**config.mk**
```make
export PLATFORM = sky130hd
export DESIGN_NAME = hid_keyboard_report_diff
export DESIGN_NICKNAME = d
export VERILOG_FILES = /design/src/rtl/hkrd_pkg.sv /design/src/rtl/hkrd_diff.sv /design/src/rtl/hkrd_emit.sv /design/src/rtl/hid_keyboard_report_diff.sv
export SDC_FILE = /design/constraint.sdc
export NUM_CORES = 1
export LEC_CHECK = 0
export BUFFER_PORTS_ARGS = -buffer_cell sky130_fd_sc_hd__buf_2
export CAP_MARGIN = 30
export CORE_UTILIZATION = 40
export CTS_CLUSTER_SIZE = 8
export DETAILED_ROUTE_END_ITERATION = 7
export PLACE_DENSITY = 0.54
export RECOVER_POWER = 50
export SLEW_MARGIN = 25
export SYNTH_ARGS = -nofsm -noshare
export SYNTH_HDL_FRONTEND = slang
export SYNTH_SLANG_ARGS = --single-unit
```
**constraint.sdc**
```tcl
create_clock -name clk_i -period 8.3 [get_ports clk_i]
set_input_delay 0.83 -clock clk_i [delete_from_list [all_inputs] [get_ports clk_i]]
set_output_delay 0.83 -clock clk_i [all_outputs]
set_load 0.01 [all_outputs]
```
**src/rtl/hkrd_pkg.sv**
```systemverilog
package hkrd_pkg;

  localparam int unsigned KEY_SLOTS = 6;
  localparam int unsigned KEY_W     = 8;
  localparam int unsigned MOD_W     = 8;

  localparam logic [KEY_W-1:0] CAPS_LOCK_CODE = 8'h39;
  localparam logic [KEY_W-1:0] NUM_LOCK_CODE  = 8'h53;

  // event slots: modifier, one press per slot, one release per slot, clear
  localparam int unsigned NUM_EV  = 2 * KEY_SLOTS + 2;
  localparam int unsigned EV_MOD  = 0;
  localparam int unsigned EV_PRS  = 1;
  localparam int unsigned EV_REL  = KEY_SLOTS + 1;
  localparam int unsigned EV_CLR  = 2 * KEY_SLOTS + 1;

  localparam int unsigned IN_W    = MOD_W + KEY_SLOTS * KEY_W;
  localparam int unsigned IN_TW   = ((IN_W + 7) / 8) * 8;
  localparam int unsigned OUT_W   = KEY_W + MOD_W + 3;
  localparam int unsigned OUT_TW  = ((OUT_W + 7) / 8) * 8;

  typedef enum logic [1:0] {
    EVK_MODIFIER = 2'd0,
    EVK_PRESS    = 2'd1,
    EVK_RELEASE  = 2'd2,
    EVK_CLEAR    = 2'd3
  } ev_kind_e;

  typedef logic [KEY_SLOTS-1:0][KEY_W-1:0] keys_t;

  typedef struct packed {
    keys_t            keys;
    logic [MOD_W-1:0] mods;
  } report_t;

  // everything the emitter needs to walk one report's events
  typedef struct packed {
    logic [NUM_EV-1:0] mask;
    keys_t             cur;
    keys_t             prev;
    logic [MOD_W-1:0]  mods;
    logic              caps;
    logic              num;
    logic              led;
  } evt_t;

endpackage

```
**src/rtl/hkrd_diff.sv**
```systemverilog
module hkrd_diff import hkrd_pkg::*; (
  input  report_t rpt_i,
  input  keys_t   prev_i,
  input  logic    caps_i,
  input  logic    num_i,
  output evt_t    evt_o
);

  logic [KEY_SLOTS-1:0] cur_act, prev_act, in_prev, in_cur;
  logic [KEY_SLOTS-1:0] new_key, caps_hit, num_hit, press, gone;
  logic                 caps_tog, num_tog;

  always_comb begin
    logic run_c;
    logic run_p;
    run_c = 1'b1;
    run_p = 1'b1;
    for (int i = 0; i < KEY_SLOTS; i++) begin
      // scans stop at the first empty slot
      run_c      = run_c & (rpt_i.keys[i] != '0);
      run_p      = run_p & (prev_i[i] != '0);
      cur_act[i] = run_c;
      prev_act[i] = run_p;
      in_prev[i] = 1'b0;
      in_cur[i]  = 1'b0;
      for (int k = 0; k < KEY_SLOTS; k++) begin
        in_prev[i] = in_prev[i] | (prev_i[k] == rpt_i.keys[i]);
        in_cur[i]  = in_cur[i]  | (rpt_i.keys[k] == prev_i[i]);
      end
    end
  end

  always_comb begin
    for (int i = 0; i < KEY_SLOTS; i++) begin
      new_key[i]  = cur_act[i] & ~in_prev[i];
      caps_hit[i] = new_key[i] & (rpt_i.keys[i] == CAPS_LOCK_CODE);
      num_hit[i]  = new_key[i] & (rpt_i.keys[i] == NUM_LOCK_CODE);
      press[i]    = new_key[i] & ~caps_hit[i] & ~num_hit[i];
      gone[i]     = prev_act[i] & ~in_cur[i];
    end
  end

  // repeated new lock codes toggle once per slot
  assign caps_tog = ^caps_hit;
  assign num_tog  = ^num_hit;

  always_comb begin
    evt_o                                 = '0;
    evt_o.mask[EV_MOD]                    = 1'b1;
    evt_o.mask[EV_PRS +: KEY_SLOTS]       = press;
    evt_o.mask[EV_REL +: KEY_SLOTS]       = gone;
    evt_o.mask[EV_CLR]                    = (rpt_i.mods == '0) && (rpt_i.keys[0] == '0);
    evt_o.cur                             = rpt_i.keys;
    evt_o.prev                            = prev_i;
    evt_o.mods                            = rpt_i.mods;
    evt_o.caps                            = caps_i ^ caps_tog;
    evt_o.num                             = num_i ^ num_tog;
    evt_o.led                             = (|caps_hit) | (|num_hit);
  end

endmodule

```
**src/rtl/hkrd_emit.sv**
```systemverilog
module hkrd_emit import hkrd_pkg::*; (
  input  logic              clk_i,
  input  logic              rst_ni,
  input  logic              ld_i,
  input  evt_t              evt_i,
  output logic              ev_ready_o,
  output logic              m_axis_tvalid_o,
  input  logic              m_axis_tready_i,
  output logic [OUT_TW-1:0] m_axis_tdata_o,  // key_code, modifier_state, caps, num, led
  output logic [1:0]        m_axis_tuser_o,  // event_kind
  output logic              m_axis_tlast_o
);

  logic [NUM_EV-1:0] mask_q, mask_d, pick, rest;
  evt_t              hold_q;
  logic              pop;
  logic              out_vld_q;
  ev_kind_e          kind;
  logic [KEY_W-1:0]  code;
  logic [OUT_TW-1:0] data_q;
  logic [1:0]        user_q;
  logic              last_q;

  // lowest pending event
  assign pick = mask_q & (~mask_q + 1'b1);
  assign rest = mask_q & ~pick;
  assign pop  = (mask_q != '0) && (!out_vld_q || m_axis_tready_i);

  assign ev_ready_o = (mask_q == '0) || (pop && (rest == '0));

  always_comb begin
    code = '0;
    for (int i = 0; i < KEY_SLOTS; i++) begin
      code = code | ({KEY_W{pick[EV_PRS + i]}} & hold_q.cur[i])
                  | ({KEY_W{pick[EV_REL + i]}} & hold_q.prev[i]);
    end
    if (pick[EV_MOD]) begin
      kind = EVK_MODIFIER;
    end else if (|pick[EV_PRS +: KEY_SLOTS]) begin
      kind = EVK_PRESS;
    end else if (|pick[EV_REL +: KEY_SLOTS]) begin
      kind = EVK_RELEASE;
    end else begin
      kind = EVK_CLEAR;
    end
  end

  always_comb begin
    mask_d = mask_q;
    if (ld_i) begin
      mask_d = evt_i.mask;
    end else if (pop) begin
      mask_d = rest;
    end
  end

  always_ff @(posedge clk_i or negedge rst_ni) begin
    if (!rst_ni) begin
      mask_q    <= '0;
      out_vld_q <= 1'b0;
    end else begin
      mask_q <= mask_d;
      if (pop) begin
        out_vld_q <= 1'b1;
      end else if (m_axis_tready_i) begin
        out_vld_q <= 1'b0;
      end
    end
  end

  always_ff @(posedge clk_i) begin
    if (ld_i) begin
      hold_q <= evt_i;
    end
    if (pop) begin
      data_q <= OUT_TW'({hold_q.led, hold_q.num, hold_q.caps, hold_q.mods, code});
      user_q <= kind;
      last_q <= (rest == '0);
    end
  end

  assign m_axis_tvalid_o = out_vld_q;
  assign m_axis_tdata_o  = data_q;
  assign m_axis_tuser_o  = user_q;
  assign m_axis_tlast_o  = last_q;

`ifndef ASSERT_OFF
  a_ld_free: assert property (@(posedge clk_i) disable iff (!rst_ni)
    ld_i |-> ev_ready_o)
    else $error("report loaded while events pending");
  a_ld_mod: assert property (@(posedge clk_i) disable iff (!rst_ni)
    ld_i |=> mask_q[EV_MOD])
    else $error("report loaded without modifier event");
  a_pick: assert property (@(posedge clk_i) disable iff (!rst_ni)
    $onehot0(pick))
    else $error("more than one event picked");
  a_mod_code: assert property (@(posedge clk_i) disable iff (!rst_ni)
    (pop && pick[EV_MOD]) |=> (m_axis_tdata_o[KEY_W-1:0] == '0))
    else $error("modifier event carries a key code");
`endif

endmodule

```
**src/rtl/hid_keyboard_report_diff.sv**
```systemverilog
// Channel  Dir  Signals                 Contents (lowest bit up)
// s_axis   in   tvalid/tready/tdata     modifier_bits, key_slot_0 .. key_slot_5
// m_axis   out  tvalid/tready/tdata     key_code, modifier_state, caps_lock_on,
//                                       num_lock_on, led_update, zero pad
//               tuser                   event_kind
//               tlast                   last_event
//
// A request is registered in the input register, then its diff is loaded
// into the event buffer once the buffer drains; the buffer sends one event
// per cycle while m_axis_tready allows, 1 to 2*KEY_SLOTS+1 events per report.
// The next request is taken while the previous one's last event leaves.
// Reset clears valids, previous keys and both lock states.
// A low m_axis_tready holds the output; the input register then fills and
// s_axis_tready drops.
module hid_keyboard_report_diff import hkrd_pkg::*; (
  input  logic              clk_i,
  input  logic              rst_ni,
  input  logic              s_axis_tvalid_i,
  output logic              s_axis_tready_o,
  input  logic [IN_TW-1:0]  s_axis_tdata_i,   // modifier_bits, key_slot_0..5
  output logic              m_axis_tvalid_o,
  input  logic              m_axis_tready_i,
  output logic [OUT_TW-1:0] m_axis_tdata_o,   // key_code, modifier_state, caps, num, led
  output logic [1:0]        m_axis_tuser_o,   // event_kind
  output logic              m_axis_tlast_o
);

  // input register
  logic    in_vld_q;
  report_t rpt_q;

  // state carried from report to report
  keys_t   prev_q;
  logic    caps_q;
  logic    num_q;

  evt_t    evt;
  logic    ev_ready;
  logic    ld;

  // diff moves into the event buffer once its previous events are drained
  assign ld              = in_vld_q && ev_ready;
  assign s_axis_tready_o = !in_vld_q || ld;

  always_ff @(posedge clk_i or negedge rst_ni) begin
    if (!rst_ni) begin
      in_vld_q <= 1'b0;
      prev_q   <= '0;
      caps_q   <= 1'b0;
      num_q    <= 1'b0;
    end else begin
      if (s_axis_tvalid_i && s_axis_tready_o) begin
        in_vld_q <= 1'b1;
      end else if (ld) begin
        in_vld_q <= 1'b0;
      end
      if (ld) begin
        prev_q <= rpt_q.keys;   // full copy, empty slots included
        caps_q <= evt.caps;
        num_q  <= evt.num;
      end
    end
  end

  always_ff @(posedge clk_i) begin
    if (s_axis_tvalid_i && s_axis_tready_o) begin
      rpt_q <= report_t'(s_axis_tdata_i[IN_W-1:0]);
    end
  end

  hkrd_diff u_diff (
    .rpt_i  (rpt_q),
    .prev_i (prev_q),
    .caps_i (caps_q),
    .num_i  (num_q),
    .evt_o  (evt)
  );

  hkrd_emit u_emit (
    .clk_i           (clk_i),
    .rst_ni          (rst_ni),
    .ld_i            (ld),
    .evt_i           (evt),
    .ev_ready_o      (ev_ready),
    .m_axis_tvalid_o (m_axis_tvalid_o),
    .m_axis_tready_i (m_axis_tready_i),
    .m_axis_tdata_o  (m_axis_tdata_o),
    .m_axis_tuser_o  (m_axis_tuser_o),
    .m_axis_tlast_o  (m_axis_tlast_o)
  );

endmodule

```
# After elaboration in Yosys (flattened, before gate mapping)
# Index checks and enable logic that the tools add are counted.
# totals
regBits	251
in_bits	60
output_inout_bits	29
elab_cells	328
# op_classes
addsub	1
eq_ne	84
n_mux	8
bitwise	160
reduce_logical	37
# ops
op	n
$eq A8 B8 Y1	72
$and A8 B8 Y8	12
$reduce_bool A8 Y1	12
$or A8 B8 Y8	11
$or A1 B1 Y1	61
$eq A8 B6 Y1 const B	6
$eq A8 B7 Y1 const B	6
$and A1 B1 Y1	46
$and A14 B14 Y14	2
$logic_not A14 Y1	2
$mux W14	2
$not A14 Y14	2
$not A1 Y1	24
$reduce_or A6 Y1	4
$logic_not A8 Y1	2
$add A14 B1 Y14 const B	1
$reduce_bool A14 Y1	1
$reduce_xor A6 Y1	2
$reduce_or A7 Y1	1
$mux W1	6
$reduce_bool A2 Y1	3
$logic_and A1 B1 Y1	5
$logic_or A1 B1 Y1	3
$logic_not A1 Y1	2
$xor A1 B1 Y1	2

# Logic depth before layout (Yosys ltp)
# depth
ltp_word	15
depth_mapped	11
mapped_depth_nobuf	10

# Cells and area by module
# From an unflattened synthesis, not the netlist that was laid out.
# unflattened
cells_unflattened	1245
area_unflattened_um2	14849.2
# by_module_without_submodules
mod	n_inst	cells_per_inst	area_per_inst_um2	seq_area_each_um2
hkrd_diff	1	739	5585.4	0.0
hkrd_emit	1	339	5472.7	4249.1
hid_keyboard_report_diff	1	167	3791.1	2957.8

# Worst setup path before layout
# OpenSTA, ideal clock, no wires.
# synth_path
path_type	register to register
start	register u_emit.mask_q[1]
end	register u_emit.hold_q[0] in the netlist's numbering (enable)
setup_time_ps	475
t_arrival_ps	4487
t_required_ps	7825
setup_slack_ps	3339
stages_incl_launch_ff	7
synth_period_minus_slack_ps	4961
path_cell_list	dfrtp_1 or3_4 or3_4 a2111oi_4 nor2_2 nor4_1 o21a_1
# synth_between
elab_chain_cells	9
elab_cells_between_ends	12
# synth_rtl
item	line_no	rtl
start: declaration	hkrd_emit.sv:14	logic [NUM_EV-1:0] mask_q, mask_d, pick, rest;
start signal: assignment	hkrd_emit.sv:62	mask_q <= mask_d;
$not A14 Y14	hkrd_emit.sv:25	assign pick = mask_q & (~mask_q + 1'b1);
$add A14 B1 Y14	hkrd_emit.sv:25	
$and A14 B14 Y14	hkrd_emit.sv:25	
$not A14 Y14	hkrd_emit.sv:26	assign rest = mask_q & ~pick;
$and A14 B14 Y14	hkrd_emit.sv:26	
$logic_not A14 Y1	hkrd_emit.sv:29	assign ev_ready_o = (mask_q == '0) || (pop && (rest == '0));
$logic_and A1 B1 Y1	hkrd_emit.sv:29	
$logic_or A1 B1 Y1 (*)	hkrd_emit.sv:29	
$logic_and A1 B1 Y1 (*)	hid_keyboard_report_diff.sv:42	assign ld = in_vld_q && ev_ready;
via ld	hid_keyboard_report_diff.sv:39	logic ld;
end signal: assignment	hkrd_emit.sv:73	hold_q <= evt_i;
end: declaration	hkrd_emit.sv:15	evt_t hold_q;
# The timed path passes the listed nets; every way through them passes the cells marked *.
# A chain may end at the register's enable or synchronous reset.

# Worst setup path after layout
# layout_path
start	register u_emit.mask_q[1]
end	register u_emit.hold_q[58] in the netlist's numbering (enable)
# The elaborated chain is that of the path after synthesis.

==> results.yml <==
sta:
  max-slew-margin-rel_pct: -51.8
  hold-worst-slack_ps: 417
  fin_tns_setup_ps: 0
  worst_pin_slew_ps: 2280
  fmaxAchievable_mhz: 229
  setup_viol: 0
  final_min_period_over_clock_period_pct: 52.5
  rsz_0062_raised_after_global_routing: "false"
  fin_worst_skew_ps: 21.6
  period_minus_slack_ps: 4360
  final-max-slew-violation-count: 69
  timing_hold_violations_final: 0
global_route:
  first_global_vias: 9322
  tot_gr_track_use_pct: 26.9
  pin_count_of_the_biggest_net_entering_global_routing: 65
  total_congestion_overflow: 0
  number_of_antenna_violations_at_the_first_check_in_global_routing: 0
  wire_length_of_the_first_global_routing_pass_mm: 65.7
worst_setup_path:
  setup.worst_path.class: "register to register"
  timing.critical_path.arrival_ps: 4520
  crit_path_end_kind: "register"
  timing.critical_path.mode_cell: "or3_4"
  crit_slowest_cell: "buf_4"
  critical_path_cell_list: "or3_4 -> or3_4 -> a2111oi_4 -> nor2_2 -> nor4_1 -> o21a_4 -> buf_4"
  critPathRequiredTime_ps: 8460
  critPathMaxFanout: 64
  critical_path.max_stage_delay_ps: 740
  critical_path.startpoint_type: "register"
synthesis:
  ys_dominant_reg_cell: "edfxtp_1"
  synth_edf_count: 185
  synthMostInstantiatedCell: "xnor2_1"
  synth.area.top_cells: "edfxtp_1, xnor2_1, dfrtp_1"
  yosys_register_bits: 251
  synthesis.instances: 1133
  post_synth_num_cell_types: 63
  ys_async_sr_fraction_pct: 26.3
  syn_area_sq_um: 13600
  synth.yosys.seq_area_share_pct: 53.1
  syn-mean-instance-area_sq_um: 12.0
  synthDominantCellAreaShare_pct: 40.9
  netlist_top_cells_count: "xnor2_1, edfxtp_1, clkbuf_1"
  ys_warn_count: 0
  cell_taking_the_most_area_after_synthesis: "edfxtp_1"
route:
  detail-route-antenna-nets: 0
  firstDrtPassIters: 6
  route.vias.total: 9434
  routed_wl_mm: 45.0
  detail_route.iter0.violations: 985
  drcViolationCount: 0
  routedWlPerCell_microns: 27.8
  vias_per_cell: 5.83
die:
  floorplan.die.width_microns: 186
  floorplan.initialDensity_pct: 40.6
  floorplan.die.height_microns: 186
  io_pins: 89
  placement_rows: 67
  design.core.area_sq_um: 33400
  fp.dieArea_sq_um: 34700
cells_and_area:
  antenna-diode-count: 0
  nFillCells: 3012
  layout.nets: 1209
  syn2layout_area_growth_pct: 12.1
  drive_gt1_share_pct: 14.5
clock_tree:
  clk_pin_slew_worst_paths_ps: 50
  cts_tree: "done"
  clock_latency_ps: 550
  total_clock_buffers_created_by_cts: 37
  maximum_root_to_sink_buffer_count: 3
  buffer_count_from_post_cts_setup_fixing: 0
  cts_resizes: 0
  h-tree-depth: 2
  holdBufCountCts: 0
  clock_sinks: 251
  ctsRootBufferMaster: "clkbuf_16"
job:
  maxcap_violations: 2
outcome:
  failed_checks: "capacitance limit, slew limit"
  run_status: "complete, but fails checks"
power_and_ir_drop:
  power.ir.vdd_worst_mv: 0.171
  pwr_density_cell_nw_per_um2: 416
  power_leakage_nw: 5.15
placed_design:
  gp_congestion: 0.912
  detailedPlacementHpwl_mm: 30.0
  io_buffers: 83
hold_path:
  hold_path.class: "register to register"
power by group:
group	switching, W	internal (W)
Combinational	0.000894	0.00107
Sequential	0.00106	0.00186
Clock	0.000574	0.000861
Total	0.00253	0.00379
metrics by stage:
step                power (W)  worst slack (ps)  util (%)  instance area [sq um]  cells
floorplan             0.00413              3340         -                  13600   1137
finish                0.00632              3940      45.5                  15200   1619
detailed placement    0.00487              3990      42.2                  14100   1550
global placement      0.00482              4070      42.1                  14100   1548
global route          0.00662              3620      45.5                  15200   1619
CTS                   0.00632              3970      45.5                  15200   1617
sequential cells by signal, summed over array words and instances, names as in the netlist:
signal	count
u_emit.m_axis_tdata_o	19
num_q	1
u_emit.m_axis_tvalid_o	1
u_emit.m_axis_tlast_o	1
prev_q	48
in_vld_q	1
u_emit.mask_q	14
rpt_q	56
u_emit.m_axis_tuser_o	2
u_emit.hold_q	107
caps_q	1
routing by layer:
layer / track usage [%] / share of wire (%) / up-vias / wire length, microns
met2: 42.4 / 46 / 498 / 20500
li1: - / - / 4105 / -
met1: 36.0 / 42 / 4712 / 18900
met4: 11.8 / 4.0 / 0 / 1800
met3: 5.47 / 8.5 / 119 / 3830
met5: 0 / 0 / - / 0
cell usage in the layout, fill, tap and decap left out, drive strengths merged, types with 3 or more instances in the layout:
master	synthesis	layout
xnor2	244	244
edfxtp	185	185
clkbuf	94	90
nand4	67	67
dfrtp	66	66
buf	30	65
nor2	57	57
xor2	50	50
mux2	50	50
nand2	43	43
nor4	35	35
nor3	23	23
a22oi	16	16
o21ai	16	16
nand3	15	15
and3	11	11
nor2b	11	11
a21oi	10	10
o211ai	9	9
a221oi	8	8
a222oi	8	8
o221ai	8	8
or3	7	7
o31ai	6	6
ha	6	6
or2	6	6
conb	1	5
inv	4	5
or4	4	4
a211oi	4	4
nand3b	3	3
or4b	3	3
nor4b	3	3
a2111oi	3	3
o41ai	3	3
cell families after synthesis:
kind of cell    synth area share [%]
buf+inv                         3.97
simple gates                    11.9
fa+ha+maj                      0.701
mux                             5.33
flops                           53.1
other cells                   0.0276
xor+xnor                        19.0
compound gates                  5.99
final cells by class:
| type | instances | area [sq um] | share of cell area, % |
|---|---|---|---|
| repair buffers | 91 | 465 | 3.06 |
| multi-input cells | 758 | 5850 | 38.5 |
| clock inverters | 3 | 66.3 | 0.436 |
| inverters | 4 | 15.0 | 0.0987 |
| clock buffers | 64 | 1050 | 6.88 |
| well taps | 448 | 561 | 3.68 |
| flip-flops and latches | 251 | 7210 | 47.4 |
critical path, delay by kind of cell, from the launching register on:
| kind | cells | cell delay, ps |
|---|---|---|
| compound gates | 2 | 950 |
| flops | 1 | 630 |
| simple gates | 4 | 1600 |
| buf+inv | 1 | 740 |
worst paths after layout:
path	slack, ps	cells past startpoint	start	end
setup / recovery	3940	7	u_emit.mask_q[1]	u_emit.hold_q[58]
hold / removal	420	0	u_emit.hold_q[10]	u_emit.m_axis_tdata_o[15]
setup reg to reg	3940	7	u_emit.mask_q[1]	u_emit.hold_q[58]
hold reg to reg	420	0	u_emit.hold_q[10]	u_emit.m_axis_tdata_o[15]
max in group asynchronous	4460	2	rst_ni	prev_q[7]
min in group asynchronous	860	1	rst_ni	u_emit.mask_q[9]
No activity file was read; power rests on OpenSTA's default activity.
